===== src/hdl/msm_pkg.sv =====
// ----------------------------------------------------------------------------
// msm_pkg
// Shared constants and types of the multichannel sliding median.
// ----------------------------------------------------------------------------
package msm_pkg;

    // fixed field widths
    localparam int CHANNEL_W    = 2;
    localparam int WIN_REG_W    = 6;
    // window length after reset (clipped to the build's maximum)
    localparam int WINDOW_RESET = 5;

    // control part of a command passed from front to back
    typedef struct packed {
        logic                 in_range;
        logic [CHANNEL_W-1:0] channel;
    } cmd_ctl_t;

endpackage


===== src/hdl/msm_front.sv =====
// ----------------------------------------------------------------------------
// msm_front
// Accepts samples, holds the window length and per-channel ring state, and
// turns each transfer into a command for the back end.
// ----------------------------------------------------------------------------
module msm_front #(
    parameter int CHANNELS    = 4,
    parameter int MAX_WINDOW  = 32,
    parameter int SAMPLE_BITS = 16,
    localparam int CNT_W      = $clog2(MAX_WINDOW + 1),
    localparam int IDX_W      = $clog2(MAX_WINDOW)
) (
    input  logic                              aclk,
    input  logic                              aresetn,
    input  logic                              cfg_wr_en,
    input  logic [msm_pkg::WIN_REG_W-1:0]     cfg_wr_data,
    input  logic                              s_valid,
    output logic                              s_ready,
    input  logic [msm_pkg::CHANNEL_W-1:0]     s_channel,
    input  logic signed [SAMPLE_BITS-1:0]     s_sample,
    output logic                              cmd_valid,
    input  logic                              cmd_ready,
    output msm_pkg::cmd_ctl_t                 cmd_ctl,
    output logic signed [SAMPLE_BITS-1:0]     cmd_sample,
    output logic [IDX_W-1:0]                  cmd_wi,
    output logic [CNT_W-1:0]                  cmd_cnt
);
    import msm_pkg::*;

    localparam int CH_IDX_W = (CHANNELS > 1) ? $clog2(CHANNELS) : 1;
    localparam int WS_RESET = (WINDOW_RESET > MAX_WINDOW) ? MAX_WINDOW : WINDOW_RESET;

    logic [IDX_W-1:0]    wi_reg [CHANNELS];
    logic [CNT_W-1:0]    cnt_reg [CHANNELS];
    logic [CNT_W-1:0]    ws_reg;

    logic                in_range;
    logic [CH_IDX_W-1:0] ch_idx;
    logic [IDX_W-1:0]    wi_cur;
    logic [IDX_W-1:0]    wi_use;
    logic [CNT_W-1:0]    wi_inc;
    logic [IDX_W-1:0]    wi_next;
    logic [CNT_W-1:0]    cnt_cur;
    logic [CNT_W-1:0]    cnt_next;
    logic                cfg_ok;
    logic                accept;

    // classify the incoming transfer
    assign in_range = int'(s_channel) < CHANNELS;
    assign ch_idx   = CH_IDX_W'(s_channel);
    assign wi_cur   = wi_reg[ch_idx];
    assign cnt_cur  = cnt_reg[ch_idx];

    // ring index and fill count after this sample
    assign wi_use   = (CNT_W'(wi_cur) >= ws_reg) ? '0 : wi_cur;
    assign wi_inc   = CNT_W'(wi_use) + CNT_W'(1);
    assign wi_next  = (wi_inc == ws_reg) ? '0 : IDX_W'(wi_inc);
    assign cnt_next = (cnt_cur < ws_reg) ? cnt_cur + CNT_W'(1) : cnt_cur;

    // window length writes outside 1..MAX_WINDOW are dropped
    assign cfg_ok = cfg_wr_en && (cfg_wr_data != '0) && (int'(cfg_wr_data) <= MAX_WINDOW);

    assign s_ready    = cmd_ready;
    assign accept     = s_valid && s_ready;
    assign cmd_valid  = s_valid;
    assign cmd_ctl    = '{in_range: in_range, channel: s_channel};
    assign cmd_sample = s_sample;
    assign cmd_wi     = wi_use;
    assign cmd_cnt    = cnt_next;

    // window length and per-channel ring state
    always_ff @(posedge aclk) begin
        if (!aresetn) begin
            ws_reg <= CNT_W'(WS_RESET);
            for (int c = 0; c < CHANNELS; c++) begin
                wi_reg[c]  <= '0;
                cnt_reg[c] <= '0;
            end
        end else if (cfg_ok) begin
            ws_reg <= CNT_W'(cfg_wr_data);
            for (int c = 0; c < CHANNELS; c++) begin
                wi_reg[c]  <= '0;
                cnt_reg[c] <= '0;
            end
        end else if (accept && in_range) begin
            wi_reg[ch_idx]  <= wi_next;
            cnt_reg[ch_idx] <= cnt_next;
        end
    end

endmodule


===== src/hdl/msm_queue.sv =====
// ----------------------------------------------------------------------------
// msm_queue
// Two-entry command queue between front and back end.
// ----------------------------------------------------------------------------
module msm_queue #(
    parameter int W = 8
) (
    input  logic         aclk,
    input  logic         aresetn,
    input  logic         in_valid,
    output logic         in_ready,
    input  logic [W-1:0] in_data,
    output logic         out_valid,
    input  logic         out_ready,
    output logic [W-1:0] out_data
);
    logic [W-1:0] slot_reg [2];
    logic [1:0]   count_reg;
    logic         wr_ptr_reg;
    logic         rd_ptr_reg;
    logic         push;
    logic         pop;

    assign in_ready  = (count_reg != 2'd2);
    assign out_valid = (count_reg != 2'd0);
    assign out_data  = slot_reg[rd_ptr_reg];
    assign push      = in_valid && in_ready;
    assign pop       = out_valid && out_ready;

    // occupancy and pointers
    always_ff @(posedge aclk) begin
        if (!aresetn) begin
            count_reg  <= '0;
            wr_ptr_reg <= 1'b0;
            rd_ptr_reg <= 1'b0;
        end else begin
            count_reg <= count_reg + {1'b0, push} - {1'b0, pop};
            if (push) begin
                wr_ptr_reg <= ~wr_ptr_reg;
            end
            if (pop) begin
                rd_ptr_reg <= ~rd_ptr_reg;
            end
        end
    end

    // storage
    always_ff @(posedge aclk) begin
        if (push) begin
            slot_reg[wr_ptr_reg] <= in_data;
        end
    end

endmodule


===== src/hdl/msm_sorter.sv =====
// ----------------------------------------------------------------------------
// msm_sorter
// Row of insertion cells. Preset fills the low cells with minus-infinity
// markers and the rest with plus-infinity, so that after the window has been
// inserted the middle values always sit in the top two cells.
// ----------------------------------------------------------------------------
module msm_sorter #(
    parameter int SAMPLE_BITS = 16,
    parameter int CELLS       = 17,
    localparam int PL_W       = $clog2(CELLS + 1)
) (
    input  logic                          aclk,
    input  logic                          preset,
    input  logic [PL_W-1:0]               preset_low,
    input  logic                          ins_en,
    input  logic signed [SAMPLE_BITS-1:0] ins_value,
    output logic signed [SAMPLE_BITS-1:0] mid_lo,
    output logic signed [SAMPLE_BITS-1:0] mid_hi
);
    // cell contents
    localparam logic [1:0] CELL_LO   = 2'd0;
    localparam logic [1:0] CELL_REAL = 2'd1;
    localparam logic [1:0] CELL_HI   = 2'd2;

    logic [1:0]                   kind_reg [CELLS];
    logic signed [SAMPLE_BITS-1:0] val_reg [CELLS];
    logic [1:0]                   kind_next [CELLS];
    logic signed [SAMPLE_BITS-1:0] val_next [CELLS];
    logic [CELLS-1:0]             gt;

    // which cells hold something above the new value
    always_comb begin
        for (int i = 0; i < CELLS; i++) begin
            gt[i] = (kind_reg[i] == CELL_HI) ||
                    ((kind_reg[i] == CELL_REAL) && (val_reg[i] > ins_value));
        end
    end

    // preset or shift-and-insert
    always_comb begin
        for (int i = 0; i < CELLS; i++) begin
            kind_next[i] = kind_reg[i];
            val_next[i]  = val_reg[i];
            if (preset) begin
                kind_next[i] = (i < int'(preset_low)) ? CELL_LO : CELL_HI;
            end else if (ins_en && gt[i]) begin
                kind_next[i] = CELL_REAL;
                val_next[i]  = ins_value;
            end
        end
        // a cell above the insertion point takes its lower neighbour
        for (int i = 1; i < CELLS; i++) begin
            if (!preset && ins_en && gt[i] && gt[i-1]) begin
                kind_next[i] = kind_reg[i-1];
                val_next[i]  = val_reg[i-1];
            end
        end
    end

    always_ff @(posedge aclk) begin
        for (int i = 0; i < CELLS; i++) begin
            kind_reg[i] <= kind_next[i];
            val_reg[i]  <= val_next[i];
        end
    end

    assign mid_lo = val_reg[CELLS-2];
    assign mid_hi = val_reg[CELLS-1];

endmodule


===== src/hdl/msm_back.sv =====
// ----------------------------------------------------------------------------
// msm_back
// Executes commands: writes an in-range sample into the window store, streams
// its channel's window through the insertion row and registers the median.
// ----------------------------------------------------------------------------
module msm_back #(
    parameter int CHANNELS    = 4,
    parameter int MAX_WINDOW  = 32,
    parameter int SAMPLE_BITS = 16,
    localparam int CNT_W      = $clog2(MAX_WINDOW + 1),
    localparam int IDX_W      = $clog2(MAX_WINDOW)
) (
    input  logic                              aclk,
    input  logic                              aresetn,
    input  logic                              cmd_valid,
    output logic                              cmd_ready,
    input  msm_pkg::cmd_ctl_t                 cmd_ctl,
    input  logic signed [SAMPLE_BITS-1:0]     cmd_sample,
    input  logic [IDX_W-1:0]                  cmd_wi,
    input  logic [CNT_W-1:0]                  cmd_cnt,
    output logic                              m_valid,
    input  logic                              m_ready,
    output logic [msm_pkg::CHANNEL_W-1:0]     m_channel,
    output logic signed [SAMPLE_BITS-1:0]     m_median
);
    import msm_pkg::*;

    localparam int DEPTH  = CHANNELS * MAX_WINDOW;
    localparam int ADDR_W = $clog2(DEPTH);
    localparam int MID    = (MAX_WINDOW - 1) / 2;
    localparam int CELLS  = MID + 2;
    localparam int PL_W   = $clog2(CELLS + 1);

    // sequencer states
    localparam logic [1:0] ST_IDLE = 2'd0;
    localparam logic [1:0] ST_READ = 2'd1;
    localparam logic [1:0] ST_WAIT = 2'd2;
    localparam logic [1:0] ST_DONE = 2'd3;

    logic [1:0]                    state_reg, state_next;
    cmd_ctl_t                      ctl_reg;
    logic signed [SAMPLE_BITS-1:0] sample_reg;
    logic [IDX_W-1:0]              wi_reg;
    logic [CNT_W-1:0]              cnt_reg;
    logic [ADDR_W-1:0]             base_reg;
    logic [IDX_W-1:0]              rd_idx_reg;
    logic                          rd_valid_reg;
    logic                          rd_sub_reg;
    logic signed [SAMPLE_BITS-1:0] rdata_reg;
    logic                          out_valid_reg;
    logic [CHANNEL_W-1:0]          out_channel_reg;
    logic signed [SAMPLE_BITS-1:0] out_median_reg;

    logic signed [SAMPLE_BITS-1:0] mem [DEPTH];

    logic                          take;
    logic [ADDR_W-1:0]             cmd_base;
    logic [CNT_W-1:0]              k_low;
    logic [PL_W-1:0]               preset_low;
    logic [ADDR_W-1:0]             rd_addr;
    logic                          last_rd;
    logic                          out_free;
    logic signed [SAMPLE_BITS-1:0] mid_lo, mid_hi, ins_value;
    logic signed [SAMPLE_BITS:0]   mid_sum;
    logic signed [SAMPLE_BITS-1:0] median;

    assign cmd_ready = (state_reg == ST_IDLE);
    assign take      = cmd_valid && cmd_ready;
    assign cmd_base  = ADDR_W'(cmd_ctl.channel) * ADDR_W'(MAX_WINDOW);

    // low cells get minus-infinity so the lower middle value lands in cell MID
    assign k_low      = (cmd_cnt - CNT_W'(1)) >> 1;
    assign preset_low = PL_W'(CNT_W'(MID) - k_low);

    assign rd_addr  = base_reg + ADDR_W'(rd_idx_reg);
    assign last_rd  = (CNT_W'(rd_idx_reg) == cnt_reg - CNT_W'(1));
    assign out_free = !out_valid_reg || m_ready;

    // window store: one write, one registered read
    always_ff @(posedge aclk) begin
        if (take && cmd_ctl.in_range) begin
            mem[cmd_base + ADDR_W'(cmd_wi)] <= cmd_sample;
        end
        rdata_reg <= mem[rd_addr];
    end

    // the slot just overwritten is taken from the command itself
    assign ins_value = rd_sub_reg ? sample_reg : rdata_reg;

    msm_sorter #(
        .SAMPLE_BITS (SAMPLE_BITS),
        .CELLS       (CELLS)
    ) u_sorter (
        .aclk       (aclk),
        .preset     (take),
        .preset_low (preset_low),
        .ins_en     (rd_valid_reg),
        .ins_value  (ins_value),
        .mid_lo     (mid_lo),
        .mid_hi     (mid_hi)
    );

    // median: middle cell, or floor of the mean of the two middle cells
    assign mid_sum = {mid_lo[SAMPLE_BITS-1], mid_lo} + {mid_hi[SAMPLE_BITS-1], mid_hi};
    always_comb begin
        if (!ctl_reg.in_range) begin
            median = '0;
        end else if (cnt_reg[0]) begin
            median = mid_lo;
        end else begin
            median = mid_sum[SAMPLE_BITS:1];
        end
    end

    // sequencer next state
    always_comb begin
        state_next = state_reg;
        case (state_reg)
            ST_IDLE: begin
                if (take) begin
                    state_next = cmd_ctl.in_range ? ST_READ : ST_DONE;
                end
            end
            ST_READ: begin
                if (last_rd) begin
                    state_next = ST_WAIT;
                end
            end
            ST_WAIT: state_next = ST_DONE;
            ST_DONE: begin
                if (out_free) begin
                    state_next = ST_IDLE;
                end
            end
            default: state_next = ST_IDLE;
        endcase
    end

    // control registers
    always_ff @(posedge aclk) begin
        if (!aresetn) begin
            state_reg     <= ST_IDLE;
            rd_valid_reg  <= 1'b0;
            out_valid_reg <= 1'b0;
        end else begin
            state_reg    <= state_next;
            rd_valid_reg <= (state_reg == ST_READ);
            if ((state_reg == ST_DONE) && out_free) begin
                out_valid_reg <= 1'b1;
            end else if (m_ready) begin
                out_valid_reg <= 1'b0;
            end
        end
    end

    // command and datapath registers
    always_ff @(posedge aclk) begin
        if (take) begin
            ctl_reg    <= cmd_ctl;
            sample_reg <= cmd_sample;
            wi_reg     <= cmd_wi;
            cnt_reg    <= cmd_cnt;
            base_reg   <= cmd_base;
            rd_idx_reg <= '0;
        end else if (state_reg == ST_READ) begin
            rd_idx_reg <= rd_idx_reg + IDX_W'(1);
        end
        rd_sub_reg <= (rd_idx_reg == wi_reg);
        if ((state_reg == ST_DONE) && out_free) begin
            out_channel_reg <= ctl_reg.channel;
            out_median_reg  <= median;
        end
    end

    assign m_valid   = out_valid_reg;
    assign m_channel = out_channel_reg;
    assign m_median  = out_median_reg;

endmodule


===== src/hdl/multichannel_sliding_median.sv =====
// ----------------------------------------------------------------------------
// multichannel_sliding_median
// Per-channel sliding-window median over signed samples.
//
//   channel   dir  handshake          payload (tdata, low bit first)
//   s_        in   s_tvalid/s_tready  channel, sample, zero pad
//   m_        out  m_tvalid/m_tready  channel_out, median, zero pad
//   cfg_      in   cfg_wr_en          window_size (cfg_wr_data)
//
// An in-range sample makes the back end read n window entries, n being the
// fill count after the sample: one entry is read per cycle from the window
// store into the insertion row. A sample for a channel beyond CHANNELS skips
// the read pass and gives a zero median.
// Reset is synchronous; the window store needs no clearing pass.
// A two-entry command queue and the output register let input and output
// stall independently.
// ----------------------------------------------------------------------------
module multichannel_sliding_median #(
    parameter int CHANNELS    = 4,
    parameter int MAX_WINDOW  = 32,
    parameter int SAMPLE_BITS = 16,
    localparam int TDATA_W    = ((msm_pkg::CHANNEL_W + SAMPLE_BITS + 7) / 8) * 8
) (
    input  logic                          aclk,
    input  logic                          aresetn,
    input  logic                          cfg_wr_en,
    input  logic [msm_pkg::WIN_REG_W-1:0] cfg_wr_data,
    input  logic                          s_tvalid,
    output logic                          s_tready,
    input  logic [TDATA_W-1:0]            s_tdata,   // channel, sample
    output logic                          m_tvalid,
    input  logic                          m_tready,
    output logic [TDATA_W-1:0]            m_tdata    // channel_out, median
);
    import msm_pkg::*;

    localparam int CNT_W = $clog2(MAX_WINDOW + 1);
    localparam int IDX_W = $clog2(MAX_WINDOW);
    localparam int CMD_W = $bits(cmd_ctl_t) + SAMPLE_BITS + IDX_W + CNT_W;

    logic                          f_valid, f_ready;
    cmd_ctl_t                      f_ctl, b_ctl;
    logic signed [SAMPLE_BITS-1:0] f_sample, b_sample;
    logic [IDX_W-1:0]              f_wi, b_wi;
    logic [CNT_W-1:0]              f_cnt, b_cnt;
    logic                          b_valid, b_ready;
    logic [CMD_W-1:0]              q_out;
    logic [CHANNEL_W-1:0]          out_channel;
    logic signed [SAMPLE_BITS-1:0] out_median;

    msm_front #(
        .CHANNELS    (CHANNELS),
        .MAX_WINDOW  (MAX_WINDOW),
        .SAMPLE_BITS (SAMPLE_BITS)
    ) u_front (
        .aclk        (aclk),
        .aresetn     (aresetn),
        .cfg_wr_en   (cfg_wr_en),
        .cfg_wr_data (cfg_wr_data),
        .s_valid     (s_tvalid),
        .s_ready     (s_tready),
        .s_channel   (s_tdata[CHANNEL_W-1:0]),
        .s_sample    (s_tdata[CHANNEL_W +: SAMPLE_BITS]),
        .cmd_valid   (f_valid),
        .cmd_ready   (f_ready),
        .cmd_ctl     (f_ctl),
        .cmd_sample  (f_sample),
        .cmd_wi      (f_wi),
        .cmd_cnt     (f_cnt)
    );

    msm_queue #(
        .W (CMD_W)
    ) u_queue (
        .aclk      (aclk),
        .aresetn   (aresetn),
        .in_valid  (f_valid),
        .in_ready  (f_ready),
        .in_data   ({f_ctl, f_sample, f_wi, f_cnt}),
        .out_valid (b_valid),
        .out_ready (b_ready),
        .out_data  (q_out)
    );

    // unpack the queued command
    assign {b_ctl, b_sample, b_wi, b_cnt} = q_out;

    msm_back #(
        .CHANNELS    (CHANNELS),
        .MAX_WINDOW  (MAX_WINDOW),
        .SAMPLE_BITS (SAMPLE_BITS)
    ) u_back (
        .aclk       (aclk),
        .aresetn    (aresetn),
        .cmd_valid  (b_valid),
        .cmd_ready  (b_ready),
        .cmd_ctl    (b_ctl),
        .cmd_sample (b_sample),
        .cmd_wi     (b_wi),
        .cmd_cnt    (b_cnt),
        .m_valid    (m_tvalid),
        .m_ready    (m_tready),
        .m_channel  (out_channel),
        .m_median   (out_median)
    );

    assign m_tdata = TDATA_W'({out_median, out_channel});

endmodule


===== config.mk =====
export PLATFORM = sky130hd
export DESIGN_NAME = multichannel_sliding_median
export DESIGN_NICKNAME = d
export VERILOG_FILES = /design/src/hdl/msm_pkg.sv /design/src/hdl/msm_front.sv /design/src/hdl/msm_queue.sv /design/src/hdl/msm_sorter.sv /design/src/hdl/msm_back.sv /design/src/hdl/multichannel_sliding_median.sv
export SDC_FILE = /design/constraint.sdc
export NUM_CORES = 2
export LEC_CHECK = 0
export BUFFER_PORTS_ARGS = -buffer_cell sky130_fd_sc_hd__buf_4
export CORE_MARGIN = 1.5
export CORE_UTILIZATION = 55
export CTS_BUF_LIST = sky130_fd_sc_hd__clkbuf_8 sky130_fd_sc_hd__clkbuf_16
export DETAILED_ROUTE_END_ITERATION = 16
export PLACE_DENSITY = 0.73
export SYNTH_ARGS = -nofsm -noshare
export SYNTH_HDL_FRONTEND = slang
export SYNTH_SLANG_ARGS = --single-unit

===== constraint.sdc =====
create_clock -name aclk -period 5.4 [get_ports aclk]
set_clock_uncertainty 0.2 [all_clocks]
set_input_delay 0.27 -clock aclk [delete_from_list [all_inputs] [get_ports aclk]]
set_output_delay 0.27 -clock aclk [all_outputs]
set_load 0.01 [all_outputs]

==> impl_results.rst <==
.. list-table::
   :header-rows: 1

   * - Metric
     - Value
   * - Outcome
     - finished, final reports clean
   * - Worst hold-check slack
     - 0.109 ns
   * - Synth Area in Adders
     - 3.65%
   * - Area share of the largest cell type after synthesis
     - 70.6%
   * - Commonest cells after routing, fill and taps aside
     - edfxtp_1 (2502), mux4_2 (651), ha_1 (309)
   * - Final Critical Period
     - 5.10 ns
   * - Critical Path End Type
     - flop
   * - # IOs
     - 61
   * - Arrival time of data at the critical path endpoint
     - 5.53 ns
   * - Mean Syn Cell Area
     - 20.0 µm²
   * - Syn Std Cell Area
     - 0.106 mm²
   * - Initial antenna violation count
     - 6
   * - Fmax achieved
     - 0.196 GHz
   * - DR pass1 iterations
     - 6
   * - Combined area of the multi-input logic cells
     - 0.0293 mm²
   * - Detailed-placement wirelength estimate
     - 150 mm
   * - Clock transition at path regs
     - 0.06 ns
   * - Synthesis warning total
     - 0
   * - Dominant combinational cell family by area after synthesis
     - multiplexers
   * - Die Height
     - 443 µm
   * - Switching Fraction
     - 29.9%
   * - Total Die Area
     - 0.196 mm²
   * - Post-detailed-route via-to-cell ratio
     - 6.47
   * - Maximum clock path buffer count
     - 4
   * - Startpoint type of the worst setup path
     - flop
   * - Number of nets in the finished design
     - 6053
   * - Total number of vias
     - 54500
   * - Pin count of the biggest net entering global routing
     - 81
   * - Congestion Overflow GR
     - 0
   * - Commonest non-fill, non-tap cell in the layout
     - edfxtp_1
   * - Post-Syn Instances
     - 5314
   * - Ratio of final minimum period to clock period
     - 94.5%
   * - Top cells by area in the synthesized netlist
     - edfxtp_1 (71%), mux4_2 (14%), ha_1 (3.6%), mux2_2 (3.1%), nor2_1 (0.91%)
   * - Port-buffer cells
     - 48
   * - Core Rows
     - 161
   * - Final setup violating endpoints
     - 0
   * - Total number of clock tree sinks
     - 2540
   * - CTS H-tree lvls
     - 5
   * - Final weighted congestion of routability-driven global placement
     - 0.873
   * - Basic-gate share of the synthesized area counting and, or, nand and nor cells
     - 3.08%
   * - Starting density of the core
     - 55.3%
   * - Antenna Violating Nets Remaining
     - 0
   * - TritonCTS buffer count
     - 275
   * - Required time of the critical path
     - 5.83 ns
   * - # resized after CTS
     - 0
   * - Sequential element share of the synthesized area
     - 71.3%
   * - Placed cell count
     - 7900
   * - Count of cell types in the netlist
     - 86
   * - P&R area growth vs syn
     - 13.1%
   * - Die extent in x
     - 443 µm
   * - Multiplexer share of the synthesized area
     - 17.8%
   * - Leak pwr
     - 39.3 nW
   * - CTS Root Buffer Type
     - clkbuf_16
   * - Post-Synth XOR/XNOR Area
     - 0.515%
   * - Unrepaired setup endpoints after global routing
     - false
   * - Hold Fails Final Rpt
     - 0
   * - Class of the worst hold path
     - input pin to flop
   * - Total of fill cells in the finished design
     - 12700
   * - Number of max-capacitance violations reported
     - 0
   * - Clock tree from TritonCTS
     - yes
   * - Clock latency at the later pin of the worst-skew pair
     - 0.93 ns
   * - Number of non-filler instances in the completed layout
     - 8420
   * - Setup TNS
     - 0 ns
   * - Count of buffers added by post-CTS timing repair for setup
     - 0
   * - Largest area contributor in the netlist
     - edfxtp_1
   * - Actual transition at the worst max-transition pin
     - 1.29 ns
   * - Net switching power
     - 17.8 mW
   * - Overall global routing resource usage
     - 26.4%
   * - Clock Power Share
     - 30.1%
   * - Share of async-settable or async-resettable flops after synthesis
     - 0%
   * - Via count of the first global-routing pass
     - 55300
   * - Power Internal
     - 41.8 mW
   * - Number of flip-flops and latches in the synthesized netlist
     - 2540
   * - Number of max-slew violations in the final report
     - 0
   * - Combinational power share
     - 28.1%
   * - Number of DRC markers after the initial detailed-route iteration
     - 6815
   * - Aggregate routed wire length
     - 258 mm
   * - Routed wire length per instance
     - 30.6 µm
   * - Share of total power in sequential cells
     - 41.8%
   * - Max FO, Critical Path
     - 18
   * - Placeable core region
     - 0.192 mm²
   * - Worst slew margin
     - 14.0%
   * - Worst vdd ir
     - 0.356 mV
   * - Total area of sequential cells
     - 0.0759 mm²
   * - Top_reg_cell synth
     - edfxtp_1
   * - Count of flip-flops with a built-in enable after synthesis
     - 2502
   * - First-pass GRT wire length
     - 377 mm
   * - Flip-flop count of the largest register, all copies and words added
     - 2048
   * - Start-to-end type of the worst setup path
     - flop to flop
   * - PwrDens
     - 496 mW/mm²
   * - DRC violations left
     - 0
   * - Fraction of final layout cells with drive strength greater than 1
     - 29.2%
   * - Compound-cell area share of the yosys netlist
     - 2.27%
==> stage by stage <==
stage          area (µm²)  util (%)  power (mW)  setup slack (ns)
2_1_floorplan      106000         -        36.1             0.176
3_3_place_gp       111000      57.8        41.4             0.389
3_5_place_dp       111000      57.8        41.9             0.357
4_1_cts            120000      62.5        59.8             0.334
5_1_grt            120000      62.5        61.8             0.108
6_report           120000      62.5        59.6             0.298
==> cells by family (layout without fill, tap and decap cells) <==
kind of cell,after synthesis,count (layout)
AOI/OAI and AO/OA,364,364
buffers and inverters,335,909
adders and majority gates,310,310
other,1,7
and+or+nand+nor,673,673
xor gates and xnor gates,61,61
DFF,2540,2540
muxes,1030,1030
==> Yosys cell counts (12+ instances only) <==
master,n
edfxtp_1,2502
mux4_2,651
ha_1,309
mux2_2,292
nor2_1,257
nand2_1,127
clkbuf_1,115
a21oi_1,98
inv_1,97
buf_2,80
o21ai_0,69
mux2i_1,56
nand3_1,53
nand4_1,47
nor2b_1,39
dfxtp_1,38
xnor2_1,34
a21o_1,31
nor3_1,31
o22ai_1,27
nand2b_1,26
xor2_1,26
buf_1,23
o211ai_1,22
a221oi_1,21
mux2_4,19
a211oi_1,18
buf_4,14
and3_1,12
mux2_1,12
==> path summary, 6_finish.rpt <==
path / from / to / slack [ns] / depth (start not counted)
worst min register to register: u_queue.rd_ptr_reg$_SDFFE_PN0P_ / u_queue.rd_ptr_reg$_SDFFE_PN0P_ / 0.31 / 2
worst min-delay path: m_tready / u_back.m_valid$_SDFFE_PN0P_ / 0.11 / 5
worst max-delay path: u_back.rd_sub_reg$_DFF_P_ / u_back.u_sorter.val_reg[0][218]$_DFFE_PP_ / 0.30 / 11
worst max register to register: u_back.rd_sub_reg$_DFF_P_ / u_back.u_sorter.val_reg[0][218]$_DFFE_PP_ / 0.30 / 11
==> layer usage <==
| layer | GRT usage, % | vias to the layer above | routed length, µm |
|---|---|---|---|
| met1 | 36.3 | 28400 | 99100 |
| li1 | - | 22800 | - |
| met5 | 0 | - | 13 |
| met3 | 4.35 | 559 | 21600 |
| met4 | 10.3 | 2 | 10400 |
| met2 | 42.8 | 2793 | 127000 |
==> what timing repair did <==
item,4_1_cts,5_1_grt
hold buffers,57,0
setup endpoints to repair,0,0
endpoints found under the hold margin,102,0
==> critical path, stage by stage (launching register included) <==
cell	delay [ns]
dfxtp_1	0.31
mux2_2	0.58
inv_1	0.53
ha_1	0.51
nand4_1	0.15
or4_1	0.62
a21oi_1	0.18
nor2_1	0.07
mux2i_1	0.14
o31ai_1	0.48
nand2_1	0.57
mux2_2	0.45
==> cell type report <==
cell class	count	area share, %
repair buffers	349	2.55
flip-flops and latches	2540	63.1
clock inverters	177	1.16
diodes	1	0.00208
clock buffers	285	5.90
multi-input cells	2444	24.4
well taps	2526	2.63
inverters	98	0.306
==> power by group through the flow <==
stage / sequential, mW / clock (mW) / combinational [mW]
detailed placement: 25.3 / 0 / 16.6
global placement: 25.3 / 0 / 16.1
finish: 24.9 / 17.9 / 16.7
global route: 25.0 / 18.8 / 18.0
floorplan: 25.0 / 0 / 11.2
CTS: 24.9 / 18.2 / 16.7
No activity file was read; power rests on OpenSTA's default activity.
